## src/hdl/isoa_pkg.sv

```systemverilog
// ============================================================================
// isoa_pkg: shared types and constants of the IMU sample conditioner
// Widths, divider reciprocals and pipeline stage indexes used by all files.
// ============================================================================
`default_nettype none

package isoa_pkg;

    localparam int WINDOW      = 5;
    localparam int CAL_SAMPLES = 100;

    localparam int SMP_W = 16;
    localparam int AXES  = 3;
    localparam int LANES = 2 * AXES;

    // Moving average: running sum of the window and division by WINDOW.
    localparam int HIST_N  = WINDOW - 1;
    localparam int WIN_W   = SMP_W + $clog2(WINDOW);
    localparam int WIN_S   = WIN_W - 1;
    localparam int WPROD_W = 2 * WIN_W;
    localparam logic [WIN_W-1:0] M_WIN = WIN_W'((1 << WIN_S) / WINDOW);

    // Rate scaling: 160/164 reduces to 40/41.
    localparam int RATE_NUM = 40;
    localparam int RATE_DEN = 41;
    localparam int RMAG_W   = SMP_W + 1;
    localparam int RATE_S   = RMAG_W;
    localparam int RPROD_W  = 2 * RMAG_W;
    localparam int RNUM_W   = RMAG_W + $clog2(RATE_NUM);
    localparam logic [RMAG_W-1:0] M_RATE = RMAG_W'((RATE_NUM << RATE_S) / RATE_DEN);

    // Gyro bias calibration.
    localparam int CNT_W   = $clog2(CAL_SAMPLES + 1);
    localparam int CAL_W   = SMP_W + CNT_W;
    localparam int CAL_S   = CAL_W - 1;
    localparam int CPROD_W = 2 * CAL_W;
    localparam logic [CAL_W-1:0] M_CAL = CAL_W'((1 << CAL_S) / CAL_SAMPLES);

    // Pipeline stage indexes.
    localparam int ST_IN    = 1;
    localparam int ST_DLY   = 2;
    localparam int ST_WIN   = 3;
    localparam int ST_WPROD = 4;
    localparam int ST_AVG   = 5;
    localparam int ST_RPROD = 6;
    localparam int ST_RES   = 7;
    localparam int ST_OUT   = 8;
    localparam int NSTG     = ST_OUT;

    typedef logic signed [SMP_W-1:0] smp_t;

    typedef struct packed {
        logic [NSTG:1] adv;
        logic          app_dly;
        logic          app_res;
        logic          out_valid;
    } ctrl_t;

endpackage

`default_nettype wire

```

## src/hdl/isoa_ctrl.sv

```systemverilog
// ============================================================================
// isoa_ctrl: pipeline flow control
// Per-stage valid bits, backward ready chain and the bias-applied tag per beat.
// ============================================================================
`default_nettype none

module isoa_ctrl (
    input  logic           clk,
    input  logic           rst_n,
    input  logic           in_valid,
    input  logic           out_ready,
    input  logic           cal_done,
    output logic           in_ready,
    output isoa_pkg::ctrl_t ctl
);
    import isoa_pkg::*;

    logic [NSTG:1]   v_reg;
    logic [NSTG:1]   v_next;
    logic [NSTG:1]   rdy;
    logic [NSTG:1]   adv;
    logic [NSTG:1]   lv;
    logic [NSTG-1:1] app_reg;
    logic [NSTG-1:1] app_next;

    always_comb
    begin
        rdy[NSTG] = !v_reg[NSTG] || out_ready;
        for (int k = NSTG - 1; k >= 1; k--)
        begin
            rdy[k] = !v_reg[k] || rdy[k+1];
        end
        adv[1] = in_valid && rdy[1];
        for (int k = 2; k <= NSTG; k++)
        begin
            adv[k] = v_reg[k-1] && rdy[k];
        end
        for (int k = 1; k < NSTG; k++)
        begin
            lv[k] = adv[k+1];
        end
        lv[NSTG] = out_ready;
        for (int k = 1; k <= NSTG; k++)
        begin
            v_next[k] = adv[k] || (v_reg[k] && !lv[k]);
        end
        app_next[1] = adv[1] ? cal_done : app_reg[1];
        for (int k = 2; k < NSTG; k++)
        begin
            app_next[k] = adv[k] ? app_reg[k-1] : app_reg[k];
        end
    end

    always_ff @(posedge clk or negedge rst_n)
    begin
        if (!rst_n)
        begin
            v_reg   <= '0;
            app_reg <= '0;
        end
        else
        begin
            v_reg   <= v_next;
            app_reg <= app_next;
        end
    end

    always_comb
    begin
        in_ready      = rdy[1];
        ctl.adv       = adv;
        ctl.app_dly   = app_reg[ST_DLY];
        ctl.app_res   = app_reg[ST_RES];
        ctl.out_valid = v_reg[NSTG];
    end

endmodule

`default_nettype wire

```

## config.mk

```make
export PLATFORM = sky130hd
export DESIGN_NAME = isoa_ctrl
export DESIGN_NICKNAME = d
export VERILOG_FILES = /design/src/hdl/isoa_pkg.sv /design/src/hdl/isoa_ctrl.sv
export SDC_FILE = /design/constraint.sdc
export NUM_CORES = 1
export LEC_CHECK = 0
export BUFFER_PORTS_ARGS = -buffer_cell sky130_fd_sc_hd__clkbuf_2
export CORE_UTILIZATION = 45
export CTS_BUF_LIST = sky130_fd_sc_hd__clkbuf_16
export CTS_CLUSTER_DIAMETER = 60
export DETAILED_ROUTE_END_ITERATION = 12
export PLACE_DENSITY = 0.75
export SLEW_MARGIN = 20
export SYNTH_ARGS = -nofsm -noshare
export SYNTH_HDL_FRONTEND = slang
export SYNTH_SLANG_ARGS = --single-unit
```

## constraint.sdc

```tcl
create_clock -name clk -period 3.1 [get_ports clk]
set_clock_uncertainty 0.1 [all_clocks]
set_input_delay 0.465 -clock clk [delete_from_list [all_inputs] [get_ports clk]]
set_output_delay 0.465 -clock clk [all_outputs]
set_load 0.05 [all_outputs]
```

# Word level (Yosys, flattened, before mapping)
# Cells that the tools add are included.
# W data, S select, Z words.
[totals]
register_bits = 15
latchBits = 0
mem_bits_rw = 0
romBits = 0
inputBits = 5
elab_cells = 56
mem_count = 0
[classes]
add_sub_neg = 0
n_mul = 0
div = 0
order_cmp = 0
n_eq_ne = 0
shift = 0
n_mux = 0
bitwise_logic = 0
reduce_logical = 48
[ops]
columns = ["op", "count"]
rows = [
  ["$logic_and A1 B1 Y1", 16],
  ["$logic_not A1 Y1", 16],
  ["$logic_or A1 B1 Y1", 16],
]

# Depth between registers and ports, before layout
[depth]
ltp_word = 12
mapped_depth = 4
mapped_depth_nobuf = 3

# Worst setup path before layout
# No wires, ideal clock.
[synth_path]
path_kind = "input-to-reg"
start = "input out_ready"
end = "register app_reg[6] (netlist bit)"
setup_ns = 0.126
t_arrival_ns = 2.273
path_slack_ns = 0.601
stages = 3
path_buffers = 0
path_cell_list = "and3b_1 -> a21boi_0 -> mux2_2"
[synth_rtl]
columns = ["item", "line", "rtl"]
rows = [
  ["from (decl)", "isoa_ctrl.sv:11", "input logic out_ready,"],
  ["to (signal assigned)", "isoa_ctrl.sv:64", "app_reg <= app_next;"],
  ["to (decl)", "isoa_ctrl.sv:23", "logic [NSTG-1:1] app_reg;"],
]

==> impl_metrics.yaml <==
drt:
  drtPass1Iterations: 3
  post-route-drc-count: 0
  drt_iter0_drc: 3
  routedWlPerCell_um: 12.1
  routed_wirelength_mm: 1.08
  routed_via_density: 5.16
  drtAntennaViolNets: 0
  vias: 459
finish:
  fillers: 112
  nets: 80
  final_cell_count_no_fill: 89
  syn2layout_area_growth_pct: 20.5
  drive_above_1_share_pct: 40.5
  postLayoutCoreUtil_pct: 61.2
  largest_register_ffs: 8
  n_antenna_cell: 0
  final_area_sq_um: 846
placed_design:
  placed_cells: 85
  dpl_cell_area_sq_um: 767
  hpwl_um: 814
  numPortBuffers: 16
  gp_congestion: 0.785
sta:
  fin_crit_sh_pct: 66.5
  slew_viol_final: 0
  min_period_ns: 2.06
  slew_headroom_pct: 75.6
  worstMarginPinSlew_ns: 0.367
  setup_viol: 0
  hold_viol: 0
  max_clock_freq_ghz: 0.485
  fin_setup_tns_ns: 0
  grt_setup_unrepaired: "false"
clock_tree:
  cts_tree: "yes"
  cts_inserted_buffers: 3
  htreeDepth: 1
  cts.sink_count: 15
  cts_hold_buf: 0
  clk_latency_ns: 0.24
  clk_transition_reported_paths_ns: 0.05
  postCtsResizedCells: 0
  ctsRootBufferMaster: "clkbuf_16"
  cts_setup_buffers: 0
  cts_buffer_depth: 2
floorplanning:
  core_area_sq_um: 1380
  die_h_um: 41.5
  die_width_um: 41.5
  rows: 13
  dieArea_sq_um: 1720
  io-pin-count: 17
  initial_utilization_pct: 50.8
critical_path:
  crit_fanout: 5
  rr_startpoint: "v_reg[4]"
  reg2regPathDepth: 3
  r2r_end: "app_reg[1]"
  end_kind: "output pin"
  worstSetupStartpointType: "register"
  cp.arrival_ns: 1.50
  criticalPathCategory: "reg -> out"
  reg2reg_slack_ns: 1.59
  cp.required_ns: 2.53
synth:
  synth_most_common_cell: "dfrtp_1"
  synthTopCellsByCount: "dfrtp_1, inv_1, mux2_2"
  synth_top_family_by_area: "simple AND/OR/NAND/NOR gates"
  yosysTopAreaCellShare_pct: 53.5
  synth_area_sq_um: 702
  syn-num-nets: 63
  ys_types: 23
  synth_fa_ha_area_share_pct: 0
  yosys_warnings: 0
  yosys.area_share.simple_pct: 14.6
  synth-async-reset-ratio_pct: 100
  synth_edf_count: 0
  syn_inst: 58
  ys_ff_latch: 15
  synth.avg_cell_area_sq_um: 12.1
  synth_compound_area_share_pct: 12.1
  synthMuxAreaShare_pct: 11.8
  ys.flop_type: "dfrtp_1"
  synthTopCellsByArea: "dfrtp_1, mux2_2, a21o_1"
  synth-xor-area-share_pct: 0
  synth.largest_area_cell: "dfrtp_1"
  ys_seq_area_share_pct: 53.5
global_route:
  track_usage_pct: 15.8
  grt_max_degree: 16
  grt_pass1_vias: 424
  antenna_found_initial: 0
  overflow: 0
  grt_pass1_wl_mm: 1.93
pwr:
  clockPowerShare_pct: 30.6
  leakage_nw: 0.424
  power_frac_seq_pct: 35.7
  peakVddDrop_v: 0.000619
  p_sw_w: 0.000288
  comb_power_share_pct: 33.7
  switching_share_pct: 36.2
  finalPower_w: 0.000794
  power_density_nw_per_um2: 939
  p_int_w: 0.000507
run:
  max-cap-violations: 0
worst_hold_path:
  min_path_type: "in -> async"
outcome:
  outcome: "finished, final reports clean"
## cells in the final DEF, fill, tap and decap left out, types with 2 or more instances in the layout
cell type / n
and2_1: 2
mux2_2: 5
or2_2: 2
clkbuf_16: 3
clkbuf_2: 16
inv_1: 7
a21o_1: 3
nand2_1: 3
dfrtp_1: 15
nand2b_1: 3
o21ai_0: 2
nor3_1: 2
## power by group through the flow
stage	registers (W)	clock network (W)	logic, W
global placement	0.000283	0	0.000266
finish	0.000284	0.000243	0.000267
global route	0.000292	0.000260	0.000288
CTS	0.000284	0.000251	0.000271
floorplan	0.000276	0	0.000242
detailed placement	0.000288	0	0.000270
## critical path, stage by stage (launching register included)
cell and delay [ns]:
dfrtp_1 0.38, nand2_1 0.16, o41ai_2 0.40, inv_1 0.07, clkbuf_2 0.24
## per-stage QoR
stage | hold slack, ns | worst slack, ns
after CTS | 0.0342 | 1.02
after global placement | 0.295 | 1.10
final | 0.0247 | 1.04
after detailed placement | 0.296 | 1.07
after floorplan | 0.0694 | 0.601
after global routing | 0.0591 | 0.884
## how the worst max path moves through the flow
stage,endpoint,from,cells after the start
6_report,ctl[3],v_reg[4],4
5_1_grt,ctl[5],v_reg[6],4
4_1_cts,ctl[3],v_reg[4],4
3_5_place_dp,ctl[3],out_ready,5
3_3_place_gp,ctl[3],out_ready,5
2_1_floorplan,app_reg[6],out_ready,3
## metal layers
layer	share of wire [%]	wire, um	GRT usage (%)	vias to the layer above
li1	-	-	-	225
met1	41	440	17.0	215
met2	50	539	24.7	16
met3	6.5	70	6.52	3
met4	2.7	29	11.6	0
met5	0	0	0	-
## logic make-up after synthesis
group                  after synthesis
AND/OR/NAND/NOR                     16
buffers and inverters               10
flip-flops                          15
multiplexers                         7
AO/OA/AOI/OAI                       10
## area by class of cell
| class | instances | area (sq um) | share of cell area, % |
|---|---|---|---|
| Clock buffer | 3 | 75.1 | 8.88 |
| Timing Repair Buffer | 16 | 80.1 | 9.47 |
| Multi-Input combinational cell | 33 | 270 | 32.0 |
| Clock inverter | 1 | 3.75 | 0.444 |
| Tap cell | 15 | 18.8 | 2.22 |
| Sequential cell | 15 | 375 | 44.4 |
| Inverter | 6 | 22.5 | 2.66 |
No activity file was read; power rests on OpenSTA's default activity.
