`src/hdl/isoa_pkg.sv`:
```
// ============================================================================
// isoa_pkg: shared types and constants of the IMU sample conditioner
// Widths, divider reciprocals and pipeline stage indexes used by all files.
// ============================================================================
`default_nettype none

package isoa_pkg;

    localparam int WINDOW      = 5;
    localparam int CAL_SAMPLES = 100;

    localparam int SMP_W = 16;
    localparam int AXES  = 3;
    localparam int LANES = 2 * AXES;

    // Moving average: running sum of the window and division by WINDOW.
    localparam int HIST_N  = WINDOW - 1;
    localparam int WIN_W   = SMP_W + $clog2(WINDOW);
    localparam int WIN_S   = WIN_W - 1;
    localparam int WPROD_W = 2 * WIN_W;
    localparam logic [WIN_W-1:0] M_WIN = WIN_W'((1 << WIN_S) / WINDOW);

    // Rate scaling: 160/164 reduces to 40/41.
    localparam int RATE_NUM = 40;
    localparam int RATE_DEN = 41;
    localparam int RMAG_W   = SMP_W + 1;
    localparam int RATE_S   = RMAG_W;
    localparam int RPROD_W  = 2 * RMAG_W;
    localparam int RNUM_W   = RMAG_W + $clog2(RATE_NUM);
    localparam logic [RMAG_W-1:0] M_RATE = RMAG_W'((RATE_NUM << RATE_S) / RATE_DEN);

    // Gyro bias calibration.
    localparam int CNT_W   = $clog2(CAL_SAMPLES + 1);
    localparam int CAL_W   = SMP_W + CNT_W;
    localparam int CAL_S   = CAL_W - 1;
    localparam int CPROD_W = 2 * CAL_W;
    localparam logic [CAL_W-1:0] M_CAL = CAL_W'((1 << CAL_S) / CAL_SAMPLES);

    // Pipeline stage indexes.
    localparam int ST_IN    = 1;
    localparam int ST_DLY   = 2;
    localparam int ST_WIN   = 3;
    localparam int ST_WPROD = 4;
    localparam int ST_AVG   = 5;
    localparam int ST_RPROD = 6;
    localparam int ST_RES   = 7;
    localparam int ST_OUT   = 8;
    localparam int NSTG     = ST_OUT;

    typedef logic signed [SMP_W-1:0] smp_t;

    typedef struct packed {
        logic [NSTG:1] adv;
        logic          app_dly;
        logic          app_res;
        logic          out_valid;
    } ctrl_t;

endpackage

`default_nettype wire

```
`src/hdl/isoa_cal.sv`:
```
// ============================================================================
// isoa_cal: gyro bias calibration
// Sums the first calibration samples per axis and divides by a reciprocal.
// ============================================================================
`default_nettype none

module isoa_cal (
    input  logic                          clk,
    input  logic                          rst_n,
    input  logic                          accept,
    input  isoa_pkg::smp_t [isoa_pkg::AXES-1:0] gyro,
    output logic                          done,
    output isoa_pkg::smp_t [isoa_pkg::AXES-1:0] bias
);
    import isoa_pkg::*;

    logic signed [CAL_W-1:0] sum_reg [AXES];
    logic [CNT_W-1:0]        cnt_reg;
    logic                    done_reg;
    logic [CAL_W-1:0]        mag [AXES];
    logic [CAL_W-1:0]        cmag_reg [AXES];
    logic                    cneg_reg [AXES];
    logic [CPROD_W-1:0]      cprod_reg [AXES];
    logic [CAL_W-1:0]        q0 [AXES];
    logic [CAL_W-1:0]        rem [AXES];
    logic [CAL_W-1:0]        q [AXES];
    smp_t                    bias_next [AXES];
    smp_t [AXES-1:0]         bias_reg;

    always_ff @(posedge clk or negedge rst_n)
    begin
        if (!rst_n)
        begin
            for (int a = 0; a < AXES; a++)
            begin
                sum_reg[a] <= '0;
            end
            cnt_reg  <= '0;
            done_reg <= 1'b0;
        end
        else if (accept && !done_reg)
        begin
            for (int a = 0; a < AXES; a++)
            begin
                sum_reg[a] <= sum_reg[a] + CAL_W'(gyro[a]);
            end
            cnt_reg <= cnt_reg + CNT_W'(1);
            if (cnt_reg == CNT_W'(CAL_SAMPLES - 1))
            begin
                done_reg <= 1'b1;
            end
        end
    end

    // The divider runs every cycle; once the sums freeze, the bias settles
    // through the product register and then the bias register.
    always_comb
    begin
        for (int a = 0; a < AXES; a++)
        begin
            mag[a] = sum_reg[a][CAL_W-1] ? CAL_W'(-sum_reg[a]) : CAL_W'(sum_reg[a]);
        end
    end

    always_ff @(posedge clk)
    begin
        for (int a = 0; a < AXES; a++)
        begin
            cneg_reg[a]  <= sum_reg[a][CAL_W-1];
            cmag_reg[a]  <= mag[a];
            cprod_reg[a] <= CPROD_W'(mag[a]) * CPROD_W'(M_CAL);
        end
    end

    always_comb
    begin
        for (int a = 0; a < AXES; a++)
        begin
            q0[a]  = cprod_reg[a][CAL_S +: CAL_W];
            rem[a] = cmag_reg[a] - CAL_W'(q0[a] * CAL_SAMPLES);
            q[a]   = q0[a] + CAL_W'(rem[a] >= CAL_W'(CAL_SAMPLES));
            bias_next[a] = SMP_W'(cneg_reg[a] ? -q[a] : q[a]);
        end
    end

    always_ff @(posedge clk)
    begin
        for (int a = 0; a < AXES; a++)
        begin
            bias_reg[a] <= bias_next[a];
        end
    end

    assign done = done_reg;
    assign bias = bias_reg;

endmodule

`default_nettype wire

```
`config.mk`:
```
export PLATFORM = sky130hd
export DESIGN_NAME = isoa_cal
export DESIGN_NICKNAME = d
export VERILOG_FILES = /design/src/hdl/isoa_pkg.sv /design/src/hdl/isoa_cal.sv
export SDC_FILE = /design/constraint.sdc
export NUM_CORES = 2
export LEC_CHECK = 0
export BUFFER_PORTS_ARGS = -buffer_cell sky130_fd_sc_hd__buf_2
export CORE_MARGIN = 3
export CORE_UTILIZATION = 55
export DETAILED_ROUTE_END_ITERATION = 12
export PLACE_DENSITY = 0.74
export SETUP_SLACK_MARGIN = 0.5
export SYNTH_ARGS = -nofsm -noshare
export SYNTH_HDL_FRONTEND = slang
export SYNTH_SLANG_ARGS = --single-unit
```
`constraint.sdc`:
```
create_clock -name clk -period 7.2 [get_ports clk]
set_input_delay 0.36 -clock clk [delete_from_list [all_inputs] [get_ports clk]]
set_output_delay 0.36 -clock clk [all_outputs]
set_load 0.01 [all_outputs]
```
# == Yosys cells after proc, flatten, opt, wreduce, memory -nomap -nowiden ==
# Memory sizes are Yosys's and may differ from the RTL's.
# Cells that the tools add are included.
# totals
in_bits,51
reg_bits,125
ramBits,189
out_inout_bits,49
memories,3
# mem_list
memory,depth,word_bits,read_ports,rd_ports_with_merged_regs,write_ports,line,text
cprod_reg,3,39,3,0,3,isoa_cal.sv:23,logic [CPROD_W-1:0] cprod_reg [AXES];
cmag_reg,3,23,3,0,3,isoa_cal.sv:21,logic [CAL_W-1:0] cmag_reg [AXES];
cneg_reg,3,1,3,0,3,isoa_cal.sv:22,logic cneg_reg [AXES];
# classes
eq_ne,1
order_cmp,3
add_sub_neg,16
n_reduce_logical,3
n_mux,6
n_mul,6
# op_table
cell,count
"23-bit by 16-bit multiplier with 39-bit output, second input constant",3
23-bit by 16-bit adder with 23-bit output,3
"23-bit by 7-bit >= comparator with 1-bit output, second input constant",3
"23-bit by 5-bit multiplier with 21-bit output, second input constant",3
23-bit 2-to-1 mux,3
23-bit negation,3
23-bit subtractor,3
16-bit by 1-bit adder with 16-bit output,3
16-bit 2-to-1 mux,3
16-bit negation,3
"7-bit by 1-bit adder with 7-bit output, second input constant",1
"7-bit == test, second input constant",1
2-bit AND reduction,1
1-bit logical AND,1
1-bit logical NOT,1

# == Longest topological paths before layout ==
# An unclocked memory read counts as a cell.
# logic_depth
word_depth,7
ltp_mapped,37

# == Worst setup path before layout ==
# OpenSTA, ideal clock, no wires.
# synth_path
kind,flip-flop to flip-flop
startpoint,reg sum_reg[50] (netlist name)
endpoint,mem cprod_reg[0][37] (netlist name)
path_stages_with_launch,26
n_path_buf,0
slack_ns,-0.439
t_arrival_ns,7.567
path_cell_list,dfrtp_1 nor4_2 nand3_1 or4_1 or3_1 or4b_1 inv_1 ha_1 fa_1 fa_1 inv_1 fa_1 fa_1 fa_1 inv_1 ha_1 nand3_1 nor2_1 or3_1 o22ai_1 a211oi_1 o31a_1 a21o_1 a221o_1 a21oi_2 xnor2_1
# synth_rtl
element,line,text
"start, declared",isoa_cal.sv:17,logic signed [CAL_W-1:0] sum_reg [AXES];
"start signal, assigned by index",isoa_cal.sv:45,sum_reg[a] <= sum_reg[a] + CAL_W'(gyro[a]);
"end, declared",isoa_cal.sv:23,

==> results.md <==
- Most frequent CP cell: fa_1
- Final Skew: 0.0387 ns
- Vias/cell: 5.49
- Area growth, synth to finish: 25.1%
- Mapped Nets: 5576
- Clock Sinks: 242
- Routed WL: 102 mm
- Final Slew Violations: 0
- CP endpoint kind: register
- Final-report setup violation count: 43
- Failing checks: setup timing
- Critical path data required time: 7.64 ns
- Max_slew headroom: 0.305
- Root buffer cell: clkbuf_16
- Net count, final: 6184
- Final Critical Period: 7.52 ns
- Overflow after GRT: 0
- Maxcap violations: 0
- Share of cells above drive strength 1: 0.246
- Final Hold Fails: 0
- RSZ-0062 raised after global routing: true
- Drt drc: 0
- Mapped Area: 40000 µm²
- Clock-pin slew on the worst setup and hold paths: 0.06 ns
- Async S/R FF share, synth: 0.318
- Seq cells post-synth: 242
- Outcome: complete, but fails checks
- Die Span Y: 276 µm
- Max incr delay on CP: 0.55 ns
- CP max FO: 7
- HPWL Detailed: 79.2 mm
- Worst skew pair latency: 0.57 ns
- Met1 Use GR: 0.353
- Number of global-route vias before repair: 33.1k
- Total GRT Usage: 0.265
- Highest clock rate: 0.133 GHz
- Setup crit start kind: register
- Drt wl/cell: 17.7 µm
- Slowest CP cell: fa_1
- Busiest layer in global routing: met2
- Setup CP Type: register to register
- Sequential share of the synthesized area: 0.131
- Starting Density: 0.558
- DRT antenna net count: 0
- Arr. time, crit path: 7.97 ns
- Final WS setup: -0.320 ns
- Global-route wire length before repair: 163 mm
- I/O pins: 100
- Initial antenna violation count: 14
- Die area: 76000 µm²
- Met3 usage: 0.0483
- Num rows: 98
- Pin count of the biggest net entering global routing: 86
- Die X: 276 µm
- CTS tree: built
- Core outline area: 71700 µm²
- Yosys warnings: 0
- Port bufs: 99
- Syn Inst Count: 4174
- Setup TNS: -6.72 ns
- Clock buffer depth: 3
- Placer Congestion: 0.909
- EDFF count, synth: 0
- Synth unique cells: 80
- Final period util: 1.04
- TritonCTS Buffers: 35
- Top FF cell, synth: dfxtp_1
- Largest register FFs: 69
- GRT met2 Usage: 0.446
- Avg Cell Area, Syn: 9.58 µm²
- Routed via count: 31.6k
- H-tree level count: 2
- Initial detailed-routing violation count: 1439
- HP Class: input pin to asynchronous set/reset pin
- Drt pass-1 iters: 5
- Slew @ Worst Pin: 1.04 ns
## logic make-up after synthesis
family | Yosys count | share of synthesized area
multiplexers | 9 | 0.00235
XOR/XNOR | 335 | 0.0733
AO/OA/AOI/OAI | 676 | 0.109
adder cells (fa/ha/maj) | 1351 | 0.518
buffers and inverters | 886 | 0.0832
AND/OR/NAND/NOR | 675 | 0.0840
flip-flops | 242 | 0.131
## path summary, 6_finish.rpt
| path | startpoint | end | slack (ns) | depth (start not counted) |
|---|---|---|---|---|
| hold reg to reg | cnt_reg[6]$_DFFE_PN0P_ | cnt_reg[6]$_DFFE_PN0P_ | 0.48 | 1 |
| min in group clk | gyro[32] | sum_reg[0]$_DFFE_PN0P_ | 0.15 | 4 |
| hold / removal | rst_n | sum_reg[2]$_DFFE_PN0P_ | 0.13 | 2 |
| setup / recovery | sum_reg[29]$_DFFE_PN0P_ | cprod_reg[0][77]$_DFF_P_ | -0.32 | 30 |
| setup reg to reg | sum_reg[29]$_DFFE_PN0P_ | cprod_reg[0][77]$_DFF_P_ | -0.32 | 30 |
| max in group asynchronous | rst_n | sum_reg[48]$_DFFE_PN0P_ | 5.81 | 3 |
## critical path, delay by kind of cell (launching register included)
family | cells | cell delay, ns
fa+ha+maj | 7 | 3.10
simple gates | 4 | 1.22
xor+xnor | 2 | 0.37
buf+inv | 8 | 0.76
flops | 1 | 0.39
compound gates | 9 | 1.53
## per-stage QoR
stage                     hold WS [ns]   util  instances  setup WS, ns  area (µm²)
after detailed placement         0.170  0.630       5571        -0.321       45200
final                            0.134  0.698       5758        -0.320       50000
after CTS                        0.110  0.670       5691        -0.220       48000
after global placement           0.172  0.630       5571        -0.162       45200
after global routing             0.136  0.698       5755        -0.637       50000
after floorplan                 0.0644      -       4174        0.0887       40700
## cells in the final DEF, fill, tap and decap left out, types with 24 or more instances in the layout
master | synthesis | routed
clkbuf_16 | 0 | 36
dfxtp_1 | 165 | 146
nor2b_1 | 34 | 24
xor2_1 | 135 | 117
a21oi_1 | 167 | 127
a21o_1 | 76 | 76
nor2_1 | 124 | 99
dfrtp_1 | 77 | 75
nand2b_1 | 44 | 36
nand3_1 | 65 | 42
inv_1 | 841 | 790
ha_1 | 844 | 754
buf_6 | 0 | 49
nand4_1 | 31 | 31
nand2_1 | 206 | 183
xnor2_1 | 200 | 152
o21ai_0 | 180 | 132
o21a_1 | 32 | 32
ha_4 | 0 | 84
a21oi_2 | 1 | 32
xnor2_2 | 0 | 41
buf_2 | 0 | 98
buf_4 | 0 | 464
inv_2 | 0 | 45
fa_1 | 507 | 496
nor3_1 | 36 | 28
o21ai_2 | 0 | 28
## Yosys cell counts, types with 15 or more instances
library cell	number	area (µm²)
ha_1	844	10600
inv_1	841	3160
fa_1	507	10100
nand2_1	206	773
xnor2_1	200	1750
o21ai_0	180	901
a21oi_1	167	836
dfxtp_1	165	3300
xor2_1	135	1180
nor2_1	124	465
dfrtp_1	77	1930
a21o_1	76	571
nand3_1	65	325
nand2b_1	44	275
clkbuf_1	41	154
nor3_1	36	180
nor2b_1	34	213
o31ai_1	34	255
o21a_1	32	240
nand4_1	31	194
and3_1	24	150
or3_1	24	150
a211oi_1	23	173
o21bai_1	19	143
and2_1	15	93.8
## routing by layer
metal / share of wire / up-vias
li1: - / 15100
met1: 0.44 / 15600
met2: 0.48 / 713
met3: 0.055 / 210
met4: 0.027 / 16
met5: 0.0010 / -
## layout make-up
cell class	count	area, µm²
repair buffers	616	4610
clock inverters	10	91.3
inverters	841	3180
multi-input cells	3046	34700
clock buffers	49	970
diodes	4	10.0
flip-flops and latches	242	5280
fillers	4960	21700
well taps	950	1190
## repair_timing
| item | 4_1_cts | 5_1_grt |
|---|---|---|
| resized for setup | 249 | 302 |
| pin swaps | 153 | 221 |
| hold buffers | 1 | 0 |
| endpoints found under the setup margin | 90 | 95 |
| setup buffers | 60 | 63 |
| hold endpoints to repair | 4 | 0 |
Power is left out: the tool's default activity adds up to more than one toggle a clock period on the data nets, which glitch-free logic cannot reach.
