==> src/hdl/isoa_pkg.sv <==
// ============================================================================
// isoa_pkg: shared types and constants of the IMU sample conditioner
// Widths, divider reciprocals and pipeline stage indexes used by all files.
// ============================================================================
`default_nettype none

package isoa_pkg;

    localparam int WINDOW      = 5;
    localparam int CAL_SAMPLES = 100;

    localparam int SMP_W = 16;
    localparam int AXES  = 3;
    localparam int LANES = 2 * AXES;

    // Moving average: running sum of the window and division by WINDOW.
    localparam int HIST_N  = WINDOW - 1;
    localparam int WIN_W   = SMP_W + $clog2(WINDOW);
    localparam int WIN_S   = WIN_W - 1;
    localparam int WPROD_W = 2 * WIN_W;
    localparam logic [WIN_W-1:0] M_WIN = WIN_W'((1 << WIN_S) / WINDOW);

    // Rate scaling: 160/164 reduces to 40/41.
    localparam int RATE_NUM = 40;
    localparam int RATE_DEN = 41;
    localparam int RMAG_W   = SMP_W + 1;
    localparam int RATE_S   = RMAG_W;
    localparam int RPROD_W  = 2 * RMAG_W;
    localparam int RNUM_W   = RMAG_W + $clog2(RATE_NUM);
    localparam logic [RMAG_W-1:0] M_RATE = RMAG_W'((RATE_NUM << RATE_S) / RATE_DEN);

    // Gyro bias calibration.
    localparam int CNT_W   = $clog2(CAL_SAMPLES + 1);
    localparam int CAL_W   = SMP_W + CNT_W;
    localparam int CAL_S   = CAL_W - 1;
    localparam int CPROD_W = 2 * CAL_W;
    localparam logic [CAL_W-1:0] M_CAL = CAL_W'((1 << CAL_S) / CAL_SAMPLES);

    // Pipeline stage indexes.
    localparam int ST_IN    = 1;
    localparam int ST_DLY   = 2;
    localparam int ST_WIN   = 3;
    localparam int ST_WPROD = 4;
    localparam int ST_AVG   = 5;
    localparam int ST_RPROD = 6;
    localparam int ST_RES   = 7;
    localparam int ST_OUT   = 8;
    localparam int NSTG     = ST_OUT;

    typedef logic signed [SMP_W-1:0] smp_t;

    typedef struct packed {
        logic [NSTG:1] adv;
        logic          app_dly;
        logic          app_res;
        logic          out_valid;
    } ctrl_t;

endpackage

`default_nettype wire

==> src/hdl/isoa_lane.sv <==
// ============================================================================
// isoa_lane: one axis of the conditioner
// Optional bias subtraction, moving average, division by the window length
// and, for gyro axes, scaling to deg/s in Q.4.
// ============================================================================
`default_nettype none

module isoa_lane (
    input  logic            clk,
    input  logic            rst_n,
    input  isoa_pkg::ctrl_t ctl,
    input  isoa_pkg::smp_t  sample,
    input  isoa_pkg::smp_t  bias,
    input  logic            gyro,
    output isoa_pkg::smp_t  result
);
    import isoa_pkg::*;

    smp_t                    s1_reg;
    smp_t                    s2_reg;
    smp_t                    corr;
    smp_t                    hist_reg [HIST_N];
    logic signed [WIN_W-1:0] run_sum_reg;
    logic signed [WIN_W-1:0] run_sum_next;
    logic signed [WIN_W-1:0] win_sum;
    logic signed [WIN_W-1:0] win3_reg;
    logic [WIN_W-1:0]        wmag;
    logic [WIN_W-1:0]        mag4_reg;
    logic                    neg4_reg;
    logic [WPROD_W-1:0]      prod4_reg;
    logic [WIN_W-1:0]        wq0;
    logic [WIN_W-1:0]        wrem;
    logic [WIN_W-1:0]        wq;
    smp_t                    avg5_reg;
    logic signed [RMAG_W-1:0] a17;
    logic [RMAG_W-1:0]       rmag;
    logic [RMAG_W-1:0]       mag6_reg;
    logic                    neg6_reg;
    logic [RPROD_W-1:0]      prod6_reg;
    smp_t                    avg6_reg;
    logic [RMAG_W-1:0]       rq0;
    logic [RNUM_W-1:0]       rnum;
    logic [RNUM_W-1:0]       rrem;
    logic [RMAG_W-1:0]       rq;
    smp_t                    rate;
    smp_t                    res7_reg;

    always_ff @(posedge clk)
    begin
        if (ctl.adv[ST_IN])
        begin
            s1_reg <= sample;
        end
        if (ctl.adv[ST_DLY])
        begin
            s2_reg <= s1_reg;
        end
    end

    always_comb
    begin
        corr         = (gyro && ctl.app_dly) ? SMP_W'(s2_reg - bias) : s2_reg;
        win_sum      = run_sum_reg + WIN_W'(corr);
        run_sum_next = win_sum - WIN_W'(hist_reg[HIST_N-1]);
    end

    always_ff @(posedge clk or negedge rst_n)
    begin
        if (!rst_n)
        begin
            run_sum_reg <= '0;
            for (int i = 0; i < HIST_N; i++)
            begin
                hist_reg[i] <= '0;
            end
        end
        else if (ctl.adv[ST_WIN])
        begin
            run_sum_reg <= run_sum_next;
            hist_reg[0] <= corr;
            for (int i = 1; i < HIST_N; i++)
            begin
                hist_reg[i] <= hist_reg[i-1];
            end
        end
    end

    always_comb
    begin
        wmag = win3_reg[WIN_W-1] ? WIN_W'(-win3_reg) : WIN_W'(win3_reg);
        wq0  = prod4_reg[WIN_S +: WIN_W];
        wrem = mag4_reg - WIN_W'(wq0 * WINDOW);
        wq   = wq0 + WIN_W'(wrem >= WIN_W'(WINDOW));
    end

    always_ff @(posedge clk)
    begin
        if (ctl.adv[ST_WIN])
        begin
            win3_reg <= win_sum;
        end
        if (ctl.adv[ST_WPROD])
        begin
            neg4_reg  <= win3_reg[WIN_W-1];
            mag4_reg  <= wmag;
            prod4_reg <= WPROD_W'(wmag) * WPROD_W'(M_WIN);
        end
        if (ctl.adv[ST_AVG])
        begin
            avg5_reg <= SMP_W'(neg4_reg ? -wq : wq);
        end
    end

    always_comb
    begin
        a17  = RMAG_W'(avg5_reg);
        rmag = avg5_reg[SMP_W-1] ? RMAG_W'(-a17) : RMAG_W'(a17);
        rq0  = prod6_reg[RATE_S +: RMAG_W];
        rnum = RNUM_W'(mag6_reg) * RNUM_W'(RATE_NUM);
        rrem = rnum - RNUM_W'(rq0) * RNUM_W'(RATE_DEN);
        rq   = rq0 + RMAG_W'(rrem >= RNUM_W'(RATE_DEN));
        rate = SMP_W'(neg6_reg ? -rq : rq);
    end

    always_ff @(posedge clk)
    begin
        if (ctl.adv[ST_RPROD])
        begin
            neg6_reg  <= avg5_reg[SMP_W-1];
            mag6_reg  <= rmag;
            prod6_reg <= RPROD_W'(rmag) * RPROD_W'(M_RATE);
            avg6_reg  <= avg5_reg;
        end
        if (ctl.adv[ST_RES])
        begin
            res7_reg <= gyro ? rate : avg6_reg;
        end
    end

    assign result = res7_reg;

endmodule

`default_nettype wire

==> config.mk <==
export PLATFORM = sky130hd
export DESIGN_NAME = isoa_lane
export DESIGN_NICKNAME = d
export VERILOG_FILES = /design/src/hdl/isoa_pkg.sv /design/src/hdl/isoa_lane.sv
export SDC_FILE = /design/constraint.sdc
export NUM_CORES = 1
export LEC_CHECK = 0
export ABC_AREA = 1
export BUFFER_PORTS_ARGS = -buffer_cell sky130_fd_sc_hd__clkbuf_2
export CAP_MARGIN = 25
export CORE_ASPECT_RATIO = 0.5
export CORE_UTILIZATION = 43
export CTS_CLUSTER_SIZE = 30
export DETAILED_ROUTE_END_ITERATION = 10
export PLACE_DENSITY = 0.56
export SLEW_MARGIN = 20
export SYNTH_ARGS = -nofsm -noshare
export SYNTH_HDL_FRONTEND = slang
export SYNTH_SLANG_ARGS = --single-unit
==> constraint.sdc <==
create_clock -name clk -period 12.4 [get_ports clk]
set_input_delay 0.62 -clock clk [delete_from_list [all_inputs] [get_ports clk]]
set_output_delay 0.62 -clock clk [all_outputs]
set_load 0.03 [all_outputs]
## Word level (Yosys, flattened, before mapping)

Index checks and enable logic that the tools add are counted.

- $add $sub $neg: 11
- $mul: 5
- $lt $le $gt $ge: 2
- Mux-type cells: 6
- Reductions and logical operators: 1

Operators with widths:

| kind | count |
|---|---|
| two-way mux 16 bit | 4 |
| multiplier 17 x 17 -> 34 bit, second input constant | 1 |
| multiplier 19 x 14 -> 33 bit, second input constant | 1 |
| adder 16 x 1 -> 16 bit | 2 |
| negator 16 bit | 2 |
| greater-or-equal comparator 23 x 6 -> 1 bit, second input constant | 1 |
| multiplier 17 x 6 -> 23 bit, second input constant | 1 |
| subtractor 23 bit | 1 |
| multiplier 17 x 3 -> 20 bit, second input constant | 1 |
| adder 19 x 16 -> 19 bit | 1 |
| greater-or-equal comparator 19 x 3 -> 1 bit, second input constant | 1 |
| multiplier 17 x 3 -> 19 bit, second input constant | 1 |
| two-way mux 19 bit | 1 |
| negator 19 bit | 1 |
| subtractor 19 x 16 -> 19 bit | 1 |
| subtractor 19 bit | 1 |
| two-way mux 17 bit | 1 |
| negator 16 -> 17 bit | 1 |
| subtractor 16 bit | 1 |
| logical AND 1 bit | 1 |

- Register bits: 287
- Output and inout bits: 16

## Logic depth before layout (Yosys ltp)

- Depth after elaboration: 7
- Depth in mapped cells: 42
- Mapped depth without buffers: 42

## Worst setup path after synthesis

Ideal clock, no wire load.

- Path kind: register to register
- Start point: register avg5_reg[0]
- End point: register prod6_reg[31], data pin
- Setup time: 0.262 ns
- Data arrival time: 6.321 ns
- Required time: 12.138 ns
- Path slack: 5.817 ns
- Cell stages (with the launch flop): 25
- Clock period less this slack: 6.583 ns
- Cells stage by stage: edfxtp_1 nor3_1 nand2_1 nor3_1 inv_1 nor3_1 nand3_1 nor4_1 inv_1 ha_1 inv_1 fa_1 fa_1 fa_1 fa_1 ha_1 ha_1 nand2_1 nor3_1 nand3_1 nand3_1 nand2_1 o211ai_1 a21oi_1 xor2_1

- Longest elaborated chain between the ends: 3

Ends and longest elaborated chain:

| what | line | RTL |
|---|---|---|
| start: declaration | isoa_lane.sv:34 | `smp_t avg5_reg;` |
| start signal: assignment | isoa_lane.sv:110 | `avg5_reg <= SMP_W'(neg4_reg ? -wq : wq);` |
| negator 16 -> 17 bit | isoa_lane.sv:117 | `rmag = avg5_reg[SMP_W-1] ? RMAG_W'(-a17) : RMAG_W'(a17);` |
| two-way mux 17 bit | isoa_lane.sv:117 |  |
| net rmag[15] | isoa_lane.sv:36 | `logic [RMAG_W-1:0] rmag;` |
| multiplier 17 x 17 -> 34 bit | isoa_lane.sv:131 | `prod6_reg <= RPROD_W'(rmag) * RPROD_W'(M_RATE);` |
| end signal: assignment | isoa_lane.sv:131 |  |
| end: declaration | isoa_lane.sv:39 | `logic [RPROD_W-1:0] prod6_reg;` |

The timed path passes the listed nets, and every way through them passes these cells.
A chain may end at the register's enable or synchronous reset.

## Worst setup path in the final report

Ends and elaborated chain as after synthesis.

==> impl_metrics.tcl <==
set metrics [dict create \
    status "completed" \
    die_x_um 360.0 \
    dp_hpwl_mm 51.28 \
    grt_start_max_net_pins 102 \
    worstMarginPinSlew_ns 1.067 \
    dieArea_um2 65170 \
    setup_viol 0 \
    antenna_cells 0 \
    dr_total_vias 20100 \
    cp-end-kind "flip-flop" \
    gp_congestion 0.9074 \
    skew_ns 0.03743 \
    drtAntennaViolNets 0 \
    drive_above_1_share 0.04538 \
    grt_first_pass_wirelength_mm 100.7 \
    rsz0062_at_grt "no" \
    ctsLongestPathBuffers 3 \
    ys_ff_latch 252 \
    report.final.slew_viol_count 0 \
    grt_use_total 0.1900 \
    synth_seq_area_share 0.2595 \
    cts_tree "done" \
    via_per_inst 4.984 \
    overflow 0 \
    drtIter0Drc 1042 \
    syn2layout_area_growth_pct 8.640 \
    yosysWarnings 0 \
    syn_area_um2 27560 \
    wl_mm 60.75 \
    cp.arrival_ns 7.76 \
    numCtsBuffers 27 \
    antenna_found_initial 0 \
    detail_route.wl_per_cell_um 15.07 \
    h-tree-depth 1 \
    drc_errors 0 \
    nets 3895 \
    fin_tns_setup_ns 0 \
    startpoint_type "flip-flop" \
    cts_setup_buffers 0 \
    clock_latency_ns 0.58 \
    fin_crit_sh 0.6006 \
    layout_common_cells "nand2_1 (599), inv_1 (550), ha_1 (438), fa_1 (237), a21oi_1 (175)" \
    timing.fmax_mhz 134.3 \
    syn_area_per_cell_um2 8.925 \
    worst-path-max-fanout 8 \
    root_buffer "clkbuf_16" \
    syn_inst 3088 \
    drv_cap 0 \
    cts.reportedPaths.clkPinSlew_ns 0.07 \
    slew_headroom 0.2861 \
    fillers 6077 \
    crit_type "reg -> reg" \
    ys_types 51 \
    drt-pass1-iter-count 5 \
    rows 65 \
    fin_crit_ns 7.447 \
    layout_commonest_cell "nand2_1" \
    largest_reg_flops 64 \
    die_h_um 181.0 \
    core_um2 63190 \
    first_global_vias 20040 \
    num_io_pins 62 \
    hp-class "in -> reg" \
    cts_sinks 252 \
    io_buffers 58 \
    required_ns 12.71 \
    start_util 0.4361 \
    finalHoldViolCount 0 \
]
[cell usage after synthesis (all sizes together)]
cell	instances	area share
buf	1	0.00014
a22oi	1	0.00027
and2	3	0.00068
xor2	114	0.037
o21bai	10	0.0027
a211oi	3	0.00082
nor3b	2	0.00054
nand3b	12	0.0033
a21boi	3	0.00082
o21ai	147	0.027
edfxtp	169	0.18
ha	438	0.20
xnor2	73	0.023
o22ai	1	0.00023
and3	1	0.00023
nand2	600	0.082
conb	2	0.00027
nor4	8	0.0018
o31ai	9	0.0025
or2	13	0.0030
clkinv	1	0.00014
o211ai	9	0.0025
o311ai	1	0.00032
a31oi	19	0.0043
o221ai	1	0.00032
a221oi	4	0.0013
fa	237	0.17
inv	553	0.075
a21o	22	0.0060
nand3	103	0.019
a21oi	175	0.032
o2111ai	1	0.00032
nor3	43	0.0082
clkbuf	27	0.0037
dfrtp	83	0.075
nand4	30	0.0068
nor2	164	0.023
nor2b	1	0.00023
o21a	4	0.0011
[worst max-delay path, cell delays in order, from the launching register on]
cell	delay, ns
edfxtp_1	0.63
inv_1	0.13
ha_1	0.17
inv_1	0.04
nor2_1	0.10
inv_1	0.06
o21ai_0	0.18
xor2_1	0.85
fa_1	0.58
fa_1	0.55
inv_1	0.06
fa_1	0.53
inv_1	0.06
fa_1	0.51
fa_1	0.52
fa_1	0.52
ha_1	0.39
nand2_1	0.09
inv_1	0.09
nand3_1	0.08
nor3_1	0.21
nand3_1	0.10
nand3_1	0.19
nand2_1	0.07
o211ai_1	0.16
a21oi_1	0.14
xor2_1	0.16
[final timing paths]
| check | depth (start not counted) | to | from | slack [ns] |
|---|---|---|---|---|
| worst min register to register | 0 | s2_reg[4]$_DFFE_PP_ | s1_reg[4]$_DFFE_PP_ | 0.42 |
| max in group asynchronous | 3 | hist_reg[29]$_DFFE_PN0P_ | rst_n | 10.82 |
| min in group asynchronous | 2 | run_sum_reg[3]$_DFFE_PN0P_ | rst_n | 0.48 |
| worst max-delay path | 26 | prod6_reg[31]$_DFFE_PP_ | avg5_reg[0]$_DFFE_PP_ | 4.95 |
| worst max register to register | 26 | prod6_reg[31]$_DFFE_PP_ | avg5_reg[0]$_DFFE_PP_ | 4.95 |
| worst min-delay path | 1 | s1_reg[13]$_DFFE_PP_ | sample[13] | 0.22 |
[routing by layer]
layer	global-route usage	vias to the layer above	wire [um]
met5	0	-	0
met4	0.03333	0	1005
met3	0.02671	66	2147
met2	0.3117	241	27190
met1	0.2696	9538	30400
li1	-	10250	-
[cell families after synthesis]
| family | Yosys count | share of synthesized area |
|---|---|---|
| flops | 252 | 0.2595 |
| fa+ha+maj | 675 | 0.3710 |
| compound gates | 410 | 0.08199 |
| other cells | 2 | 0.0002725 |
| xor+xnor | 187 | 0.05970 |
| buf+inv | 582 | 0.07927 |
| simple gates | 980 | 0.1482 |
[stage by stage]
| stage | instance area, um^2 | setup slack [ns] | utilization | instances | hold WS, ns |
|---|---|---|---|---|---|
| floorplan | 27590 | 5.817 | - | 3096 | 0.3244 |
| global placement | 28960 | 4.965 | 0.4583 | 3979 | 0.4014 |
| detailed placement | 28970 | 4.948 | 0.4585 | 3981 | 0.4061 |
| CTS | 29940 | 4.940 | 0.4738 | 4032 | 0.1832 |
| global route | 29940 | 4.404 | 0.4738 | 4032 | 0.1880 |
| finish | 29940 | 4.953 | 0.4738 | 4032 | 0.2171 |
[area by class of cell]
class	count	area (um^2)	share of cell area
clock buffer	35	810.8	0.02708
clock inverter	15	147.6	0.004931
inverter	554	2079	0.06946
multi-input combinational	2262	18270	0.6101
sequential	252	7152	0.2389
tap	837	1047	0.03498
timing repair buffer	77	437.9	0.01463
[timing repair]
action / CTS / global route
gates resized for setup: 0 / 0
endpoints found under the hold margin: 25 / 0
hold buffers: 1 / 0
Power is left out: the tool's default activity adds up to more than one toggle a clock period on the data nets, which glitch-free logic cannot reach.
