## src/hdl/isoa_pkg.sv

```systemverilog
// ============================================================================
// isoa_pkg: shared types and constants of the IMU sample conditioner
// Widths, divider reciprocals and pipeline stage indexes used by all files.
// ============================================================================
`default_nettype none

package isoa_pkg;

    localparam int WINDOW      = 5;
    localparam int CAL_SAMPLES = 100;

    localparam int SMP_W = 16;
    localparam int AXES  = 3;
    localparam int LANES = 2 * AXES;

    // Moving average: running sum of the window and division by WINDOW.
    localparam int HIST_N  = WINDOW - 1;
    localparam int WIN_W   = SMP_W + $clog2(WINDOW);
    localparam int WIN_S   = WIN_W - 1;
    localparam int WPROD_W = 2 * WIN_W;
    localparam logic [WIN_W-1:0] M_WIN = WIN_W'((1 << WIN_S) / WINDOW);

    // Rate scaling: 160/164 reduces to 40/41.
    localparam int RATE_NUM = 40;
    localparam int RATE_DEN = 41;
    localparam int RMAG_W   = SMP_W + 1;
    localparam int RATE_S   = RMAG_W;
    localparam int RPROD_W  = 2 * RMAG_W;
    localparam int RNUM_W   = RMAG_W + $clog2(RATE_NUM);
    localparam logic [RMAG_W-1:0] M_RATE = RMAG_W'((RATE_NUM << RATE_S) / RATE_DEN);

    // Gyro bias calibration.
    localparam int CNT_W   = $clog2(CAL_SAMPLES + 1);
    localparam int CAL_W   = SMP_W + CNT_W;
    localparam int CAL_S   = CAL_W - 1;
    localparam int CPROD_W = 2 * CAL_W;
    localparam logic [CAL_W-1:0] M_CAL = CAL_W'((1 << CAL_S) / CAL_SAMPLES);

    // Pipeline stage indexes.
    localparam int ST_IN    = 1;
    localparam int ST_DLY   = 2;
    localparam int ST_WIN   = 3;
    localparam int ST_WPROD = 4;
    localparam int ST_AVG   = 5;
    localparam int ST_RPROD = 6;
    localparam int ST_RES   = 7;
    localparam int ST_OUT   = 8;
    localparam int NSTG     = ST_OUT;

    typedef logic signed [SMP_W-1:0] smp_t;

    typedef struct packed {
        logic [NSTG:1] adv;
        logic          app_dly;
        logic          app_res;
        logic          out_valid;
    } ctrl_t;

endpackage

`default_nettype wire

```

## src/hdl/isoa_if.sv

```systemverilog
// ============================================================================
// isoa_if: sample and result channels of the IMU sample conditioner
// Valid/ready channels; a beat moves when valid and ready are both high.
// ============================================================================
`default_nettype none


interface isoa_out_if;
    import isoa_pkg::*;

    logic valid;
    logic ready;
    smp_t accel_x_avg;
    smp_t accel_y_avg;
    smp_t accel_z_avg;
    smp_t rate_x_q4;
    smp_t rate_y_q4;
    smp_t rate_z_q4;
    logic offset_ready;

    modport source (
        output valid, accel_x_avg, accel_y_avg, accel_z_avg,
        output rate_x_q4, rate_y_q4, rate_z_q4, offset_ready,
        input  ready
    );

    modport sink (
        input  valid, accel_x_avg, accel_y_avg, accel_z_avg,
        input  rate_x_q4, rate_y_q4, rate_z_q4, offset_ready,
        output ready
    );
endinterface

`default_nettype wire

```

## src/hdl/isoa_merge.sv

```systemverilog
// ============================================================================
// isoa_merge: result stage
// Gathers the six lane results and the bias flag into the output register.
// ============================================================================
`default_nettype none

module isoa_merge (
    input  logic                                 clk,
    input  isoa_pkg::ctrl_t                      ctl,
    input  isoa_pkg::smp_t [isoa_pkg::LANES-1:0] lane_res,
    isoa_out_if.source                           results
);
    import isoa_pkg::*;

    smp_t [LANES-1:0] res_reg;
    logic             ofs_reg;

    always_ff @(posedge clk)
    begin
        if (ctl.adv[ST_OUT])
        begin
            res_reg <= lane_res;
            ofs_reg <= ctl.app_res;
        end
    end

    assign results.valid        = ctl.out_valid;
    assign results.accel_x_avg  = res_reg[0];
    assign results.accel_y_avg  = res_reg[1];
    assign results.accel_z_avg  = res_reg[2];
    assign results.rate_x_q4    = res_reg[AXES];
    assign results.rate_y_q4    = res_reg[AXES+1];
    assign results.rate_z_q4    = res_reg[AXES+2];
    assign results.offset_ready = ofs_reg;

endmodule

`default_nettype wire

```

## src/flat_wrapper.sv

```systemverilog
// flat-port wrapper written by rule: the top's interface ports become plain ports
module isoa_merge_flat import isoa_pkg::*;
  (clk, ctl, lane_res, results_valid, results_accel_x_avg, results_accel_y_avg, results_accel_z_avg, results_rate_x_q4, results_rate_y_q4, results_rate_z_q4, results_offset_ready, results_ready);
  isoa_out_if results_i ();
  input  logic clk;
  input  isoa_pkg::ctrl_t ctl;
  input  isoa_pkg::smp_t [isoa_pkg::LANES-1:0] lane_res;
  output wire logic [$bits(results_i.valid)-1:0] results_valid;
  output wire logic [$bits(results_i.accel_x_avg)-1:0] results_accel_x_avg;
  output wire logic [$bits(results_i.accel_y_avg)-1:0] results_accel_y_avg;
  output wire logic [$bits(results_i.accel_z_avg)-1:0] results_accel_z_avg;
  output wire logic [$bits(results_i.rate_x_q4)-1:0] results_rate_x_q4;
  output wire logic [$bits(results_i.rate_y_q4)-1:0] results_rate_y_q4;
  output wire logic [$bits(results_i.rate_z_q4)-1:0] results_rate_z_q4;
  output wire logic [$bits(results_i.offset_ready)-1:0] results_offset_ready;
  input wire logic [$bits(results_i.ready)-1:0] results_ready;
  assign results_valid = results_i.valid;
  assign results_accel_x_avg = results_i.accel_x_avg;
  assign results_accel_y_avg = results_i.accel_y_avg;
  assign results_accel_z_avg = results_i.accel_z_avg;
  assign results_rate_x_q4 = results_i.rate_x_q4;
  assign results_rate_y_q4 = results_i.rate_y_q4;
  assign results_rate_z_q4 = results_i.rate_z_q4;
  assign results_offset_ready = results_i.offset_ready;
  assign results_i.ready = results_ready;
  isoa_merge u_core (.clk(clk), .ctl(ctl), .lane_res(lane_res), .results(results_i));
endmodule
```

## config.mk

```make
export PLATFORM = sky130hd
export DESIGN_NAME = isoa_merge_flat
export DESIGN_NICKNAME = d
export VERILOG_FILES = /design/src/hdl/isoa_pkg.sv /design/src/hdl/isoa_if.sv /design/src/hdl/isoa_merge.sv /design/src/flat_wrapper.sv
export SDC_FILE = /design/constraint.sdc
export NUM_CORES = 1
export LEC_CHECK = 0
export ABC_CLOCK_PERIOD_IN_PS = 800
export BUFFER_PORTS_ARGS = -buffer_cell sky130_fd_sc_hd__buf_2
export CELL_PAD_IN_SITES_DETAIL_PLACEMENT = 0
export CELL_PAD_IN_SITES_GLOBAL_PLACEMENT = 1
export CORE_AREA = 2 2 102 104
export CTS_BUF_LIST = sky130_fd_sc_hd__clkbuf_8
export DETAILED_ROUTE_END_ITERATION = 7
export DIE_AREA = 0 0 104 106
export PLACE_DENSITY = 0.89
export SYNTH_ARGS = -nofsm -noshare
export SYNTH_HDL_FRONTEND = slang
export SYNTH_SLANG_ARGS = --single-unit
export TNS_END_PERCENT = 5
```

## constraint.sdc

```tcl
create_clock -name clk -period 0.8 [get_ports clk]
set_input_delay 0.16 -clock clk [delete_from_list [all_inputs] [get_ports clk]]
set_output_delay 0.16 -clock clk [all_outputs]
set_load 0.1 [all_outputs]
```

## After elaboration in Yosys (flattened, before gate mapping)

Cells that the tools add are included.

- Add/subtract/negate cells: 0
- $mul: 0
- Divide/modulo/power cells: 0
- Order comparisons: 0
- Eq/ne operators: 0
- Shift-type cells: 0
- Muxes and demuxes: 0
- Bitwise logic cells: 0
- Reduce and logical (&&, ||, !) cells: 0

- Bits in registers: 97
- Latch bits: 0
- Bits in writable memories: 0
- Memory bits (read-only): 0
- Bits of input ports: 109
- Output and inout bits: 98
- Word-level logic and storage cells: 7
- Memories: 0

## Depth between registers and ports, before layout

Gate-level depths: netlist of the first run.

- Word-level depth: 0
- Gate-level depth with buffers: 1
- Mapped depth without buffers: 0

## Worst setup path before layout of the first run

OpenSTA, ideal clock, no wires.

- Path kind: reg2out
- From: register u_core.res_reg (netlist bit u_core.results.accel_x_avg[0])
- To: output results_accel_x_avg[0]
- Arrival time: 0.904 ns
- Required time: 0.640 ns
- Slack: -0.264 ns
- Cell stages (with the launch flop): 1
- Path buffers: 0
- Path through: edfxtp_1

RTL lines:

| what | RTL line | source |
|---|---|---|
| from (decl) | isoa_merge.sv:15 | `smp_t [LANES-1:0] res_reg;` |
| from (signal assigned) | isoa_merge.sv:22 | `res_reg <= lane_res;` |
| to (decl) | flat_wrapper.sv:9 | `output wire logic [$bits(results_i.accel_x_avg)-1:0] results_accel_x_avg;` |

No word-level cell between the ends.

## Worst setup path in the final report of the first run

- From: register u_core.res_reg (netlist bit u_core.results.rate_y_q4[8])
- To: output results_rate_y_q4[8]

RTL lines:

| what | RTL line | source |
|---|---|---|
| to (decl) | flat_wrapper.sv:13 | `output wire logic [$bits(results_i.rate_y_q4)-1:0] results_rate_y_q4;` |

No word-level cell between the ends.

==> results of run 1 <==
stage by stage:
step                      hold slack (ps)  utilization, %  power [mW]
after floorplan                       259               -        9.16
after global routing                  298            67.1        15.1
after global placement                321            55.6        11.3
after detailed placement              321            55.6        11.3
final                                 310            67.1        14.6
after CTS                             295            67.1        14.7
power groups by stage:
stage                     clock network (mW)  registers, mW  logic (mW)
after floorplan                            0           9.14      0.0236
after global placement                     0           6.48        4.78
after detailed placement                   0           6.50        4.83
after CTS                               3.12           6.39        5.20
after global routing                    3.34           6.43        5.31
final                                   3.05           6.39        5.20
sequential cells by signal (all words and copies together) (netlist names):
signal,flops
u_core.results.accel_x_avg,16
u_core.results.accel_y_avg,16
u_core.results.accel_z_avg,16
u_core.results.offset_ready,1
u_core.results.rate_x_q4,16
u_core.results.rate_y_q4,16
u_core.results.rate_z_q4,16
routing by layer:
layer	global-route usage, %	vias to the layer above	wire (µm)
li1	-	1002	-
met1	16.3	1031	2970
met2	27.8	125	4440
met3	7.73	12	956
met4	7.43	0	160
met5	0	-	0
how the worst max path moves through the flow:
stage	startpoint	end	depth (start not counted)
after CTS	u_core.results.accel_x_avg[2]$_DFFE_PP_	results_accel_x_avg[2]	1
after global placement	ctl[10]	u_core.results.accel_y_avg[14]$_DFFE_PP_	2
after floorplan	u_core.results.accel_x_avg[0]$_DFFE_PP_	results_accel_x_avg[0]	0
after global routing	u_core.results.rate_y_q4[2]$_DFFE_PP_	results_rate_y_q4[2]	1
after detailed placement	ctl[10]	u_core.results.accel_y_avg[14]$_DFFE_PP_	2
final	u_core.results.rate_y_q4[8]$_DFFE_PP_	results_rate_y_q4[8]	1
layout make-up:
cell class              instances  share of cell area [%]
clock inverters                 7                   0.913
well taps                     136                    2.53
repair buffers                294                    51.3
clock buffers                   9                    1.84
flip-flops and latches         97                    43.4
synthesized netlist by cell type:
cell type,number
buf_4,1
edfxtp_1,97
what timing repair did:
item | CTS | global route
setup endpoints to repair | 97 | 97
cloned | 0 | 0
endpoints found under the hold margin | 97 | 0
hold buffers | 97 | 0
kinds of logic (layout without fill, tap and decap cells):
logic type  count (synthesis)  after routing  synth area share [%]
flops                      97             97                  99.7
buf+inv                     1            310                 0.257
==> results list, run 1 <==
- The flow ran to the end, but the final reports show violations.
* Portion of total power attributed to sequential cells: 43.6%
* Switch Pwr: 5.23 mW
- Max Freq: 0.860 GHz
- In this run the core area contains 37 standard-cell rows.
- Final non-filler cell total: 543
- Depth of the CTS H-tree: 3
* Beginning of the worst hold path: ctl[10]
* Final global-route overflow total: 0
* Largest net degree at the start of global routing: 55
- Slew Limit Headroom: 80.8%
* Max-cap violation count: 0
* DRC violation total after the first TritonRoute iteration: 87
* Number of sinks handled by clock tree synthesis: 97
- During synthesis, Yosys emitted a total of 0 warnings.
- Routability-driven placement congestion ratio: 0.668
- Setup repair after global routing missed its margin: yes
- The final layout contains routed wiring with a total length of 8520 µm.
* Wire length of the first global-routing pass: 13100 µm
- In this run the worst hold path is classified as input port to register.
- The number of multi-input combinational cells in the layout is 0.
* Post-synth top area share: 99.7%
- The number of failing hold endpoints at the final stage is 0.
- TritonCTS created 9 clock buffers.
* Number of synthesized register bits: 97
- Floorplan Core Area: 10000 µm²
* Crit path capture type: output port
- From synthesis to final layout, the design area changed by 130%.
* Ports placed on the boundary: 207
* Setup TNS Final: -31670 ps
* Startpoint kind of the worst setup timing path: register
* Clock transition at the register clock pins on the worst setup and hold paths after CTS: 90 ps
* Instance count of the mapped netlist: 98
- The longest clock path from root to sink contains 2 buffers.
- TritonCTS clock tree: done
- Via-per-instance ratio: 4.00
- Summing all multi-input logic gate instances after layout gives 0 µm².
- Cell area after layout: 6710 µm²
* Cells along the critical path: buf_12
- Together, buffers and inverters on the worst path number 1.
- Root Buffer: clkbuf_8
- Proportion of power drawn by the clock network: 20.8%
- The final reports fail on negative setup slack.
* Post-synth net total: 207
- For this run, the slowest stage of the critical path takes 450 ps.
- Port buffering added 195 buffers.
* Leakage power: 2.77 nW
- Worst vdd rail ir drop: 1.27 mV
- Part of the Yosys area used for sequential elements: 99.7%
* Max-slew violations: 0
- Registers take 2910 µm².
- Crit path arrival time: 1000 ps
- Along the worst hold path, the cell count comes to 2.
- Average routed wire per standard cell: 15.7 µm
* Number of antenna violations at the first check in global routing: 0
- In this run the remaining antenna-violating nets after routing total 0.
* Final setup margin: -362 ps
* Die span in x: 104 µm
- Top post-synthesis cells by area: edfxtp_1, buf_4
- The floorplan step defined a die boundary enclosing 11000 µm².
* Transition time at the pin with the least slew margin: 288 ps
- In this run, the combinational gates consume 35.5% of the power.
* Family of cells with the greatest summed delay on the critical path: flip-flops
- Total internal power: 9.40 mW
- Worst slack after detailed placement: -116 ps
- Of all nets on the critical path, the largest fanout is 1.
* Required time at the endpoint of the critical path: 640 ps
* Pre-Repair DR Iteration Count: 4
- Mean cell area of the mapped netlist: 29.8 µm²
- Pwr/cell area: 2180 nW/µm²
- Fillcell total: 645
- For this run, the total global-route usage over all layers was measured as 16.0%.
- Post-route clock period utilization: 145%
- Number of setup buffers added after CTS: 0
- Number of vias in the routed layout: 2170
- For this run, design rule violations remaining after detail routing come to 0.
- Min Clock Period, post-route: 1160 ps
* Most frequent standard cell in the layout excluding fill and tap cells: buf_12
- The synthesized netlist contains 2 unique library cells.
- Summing all placed instances gives a cell area of 5560 µm².
- Count of placed standard cells including taps: 430
* Sw frac: 35.8%
- Initial core utilization: 29.2%
- After the last flow step, the layout net total stands at 511.
- Commonest non-fill, non-tap cells in the layout: buf_12, dlygate4sd3_1, buf_2, edfxtp_1, clkbuf_8
* Endpoint of the worst hold-timing path: u_core.results.accel_y_avg[2]$_DFFE_PP_
- Die H: 106 µm
* Mapped cell area: 2920 µm²
* Number of instances resized during post-cts repair: 0
- Setup violations remaining at the end of the flow were counted as 97.
- The critical path is of the register to output port type.
- Cell accounting for the most synthesized area: edfxtp_1
* Slowest cell on the critical path: edfxtp_1
- Via count of the first global-routing pass: 2449
- Proportion of layout cells with a drive suffix above 1: 51.8%
* Final antenna diode count: 0
Note: power is estimated with default switching activity, not from simulation.
==> inputs of run 2 (changes only) <==
--- a/config.mk
+++ b/config.mk
@@ -7,12 +7,10 @@
 export LEC_CHECK = 0
 export ABC_CLOCK_PERIOD_IN_PS = 800
 export BUFFER_PORTS_ARGS = -buffer_cell sky130_fd_sc_hd__buf_2
-export CELL_PAD_IN_SITES_DETAIL_PLACEMENT = 0
-export CELL_PAD_IN_SITES_GLOBAL_PLACEMENT = 1
-export CORE_AREA = 2 2 102 104
+export CORE_AREA = 2 2 91 93
 export CTS_BUF_LIST = sky130_fd_sc_hd__clkbuf_8
 export DETAILED_ROUTE_END_ITERATION = 7
-export DIE_AREA = 0 0 104 106
+export DIE_AREA = 0 0 93 95
 export PLACE_DENSITY = 0.89
 export SYNTH_ARGS = -nofsm -noshare
 export SYNTH_HDL_FRONTEND = slang
==> results list, run 2 (synthesis results as in run 1) <==
- Max-cap violation count: 0
* Cts bufs inserted: 9
* Startpoint kind of the worst setup timing path: register
- The number of antenna diodes in the final layout is 0.
* Setup repair after global routing missed its margin: yes
- TritonCTS built the clock tree.
* Number of sinks handled by clock tree synthesis: 97
- Global routing finished with a remaining overflow of 0.
* Hold Violations, Final: 0
* Family of cells with the greatest summed delay on the critical path: flip-flops
- The library cell used most frequently in the layout, excluding fill and tap cells, is buf_12.
- Row generation in the floorplan step produced 33 rows.
* Max Freq: 0.865 GHz
- Routability-driven placement congestion ratio: 0.711
- # setup viols final: 97
* Leakage power: 2.77 nW
- Number of antenna violations at the first check in global routing: 0
* Area grow syn2layout: 129%
* Proportion of layout cells with a drive suffix above 1: 51.8%
- Multi-input gate area in the final layout: 0 µm²
* Slowest cell on the critical path: edfxtp_1
- Post-detailed-placement half-perimeter wirelength: 5450 µm
* Largest stage delay, worst path: 450 ps
- VDD sags by at most 1.45 mV.
- Hold-critical path depth: 2
* Count of placed standard cells including taps: 401
- Crit path arrival time: 1000 ps
* Combined global-route utilization of all metal layers: 19.9%
- Dividing the detail-routed via count by the number of cells gives 4.17.
- IO buf count: 195
- Number of vias in the routed layout: 2145
- Max Root-Sink Buffers: 2
- Min Clock Period, post-route: 1160 ps
- Crit path capture type: output port
* Pwr/cell area: 2180 nW/µm²
* Post-route clock period utilization: 145%
- At the placement stage, the worst setup path has a slack of -74.9 ps.
* Slew Limit Headroom: 84.3%
- Depth of the CTS H-tree: 3
* Largest net degree at the start of global routing: 45
- The path class of the tightest hold or removal check is input port to register.
* Ports placed on the boundary: 207
- The checks that failed: negative setup slack.
* Root Buffer: clkbuf_8
- The count of cells in the finished layout, fillers not included, comes to 514.
- Overall power consumption after layout is estimated at 14.6 mW.
- The core region is 7930 µm².
* Transition time at the pin with the least slew margin: 235 ps
* Cell area after layout: 6690 µm²
- Commonest non-fill, non-tap cells in the layout: buf_12, dlygate4sd3_1, buf_2, edfxtp_1, clkbuf_8
* Final cell utilization of the core: 84.4%
- Die H: 95 µm
- After detailed placement, the total cell area comes to 5530 µm².
* Clock transition at the register clock pins on the worst setup and hold paths after CTS: 100 ps
- DR DRC count: 0
- Total number of multi-input combinational cells: 0
* Critical path start-end classification: register to output port
- DRC violation total after the first TritonRoute iteration: 54
- Endpoint of the worst hold-timing path: u_core.results.accel_y_avg[11]$_DFFE_PP_
- In the final routed layout, each cell accounts on average for 17.1 µm.
- In the final timing run, aggregate negative setup slack is -30980 ps.
- Final WL: 8780 µm
- Wire length of the first global-routing pass: 12800 µm
- In this run the horizontal extent of the chip is 93 µm.
- Initial core utilization: 36.8%
- Walking the worst path, the cells encountered are buf_12.
- For the worst setup path, the data required time is 640 ps.
- The worst hold path begins at ctl[10].
* Worst path bufs/invs: 1
* Die area: 8840 µm²
* Via count of the first global-routing pass: 2413
- Post-CTS timing repair inserted 0 buffers for setup.
- For this run, the post-layout net count is 513.
- Result of the run: complete, but fails checks
* Smallest hold slack: 216 ps
- In the post-route analysis, the smallest setup slack over all paths is -356 ps.
- Max-slew violations: 0
* Final antenna-violating net count: 0
- Max FO, Critical Path: 1
- The first detailed-routing pass took 4 iterations.
## run 2: cell types whose count changed in the layout (fill, tap and decap cells not counted), sizes merged
cell,change
clkinv,-5
clkinvlp,+3
buf,+2
inv,+2
## run 2: layout make-up
cell class              count  area, µm²
clock inverters             7       63.8
clock buffers               9        124
flip-flops and latches     97       2910
repair buffers            296       3460
well taps                 105        131
fillers                   350       1230
## run 2: layer usage
| metal | wire length [µm] | vias to the layer above | GRT usage [%] |
|---|---|---|---|
| met3 | 797 | 15 | 7.74 |
| met1 | 2860 | 1000 | 19.0 |
| li1 | - | 1006 | - |
| met5 | 0 | - | 0 |
| met4 | 159 | 0 | 6.13 |
| met2 | 4960 | 124 | 39.0 |
## run 2: worst max-delay path by stage
stage	start	endpoint	slack, ps	depth (start not counted)
CTS	u_core.results.accel_x_avg[12]$_DFFE_PP_	results_accel_x_avg[12]	-380	1
detailed placement	ctl[10]	u_core.results.accel_x_avg[4]$_DFFE_PP_	-70	2
global route	u_core.results.rate_y_q4[11]$_DFFE_PP_	results_rate_y_q4[11]	-400	1
finish	u_core.results.accel_y_avg[9]$_DFFE_PP_	results_accel_y_avg[9]	-360	1
global placement	ctl[10]	u_core.results.rate_y_q4[7]$_DFFE_PP_	-60	2
floorplan	u_core.results.accel_x_avg[0]$_DFFE_PP_	results_accel_x_avg[0]	-260	0
## run 2: power breakdown
part           internal [mW]  leakage [nW]  switching (mW)
Sequential              6.06         0.949           0.333
Clock                   1.41        0.0915            1.58
Combinational           1.94          1.73            3.28
## run 2: repair_timing
item,in CTS,in global routing
hold endpoints to repair,96,1
gates resized for setup,0,0
setup endpoints to repair,97,97
hold buffers,96,1
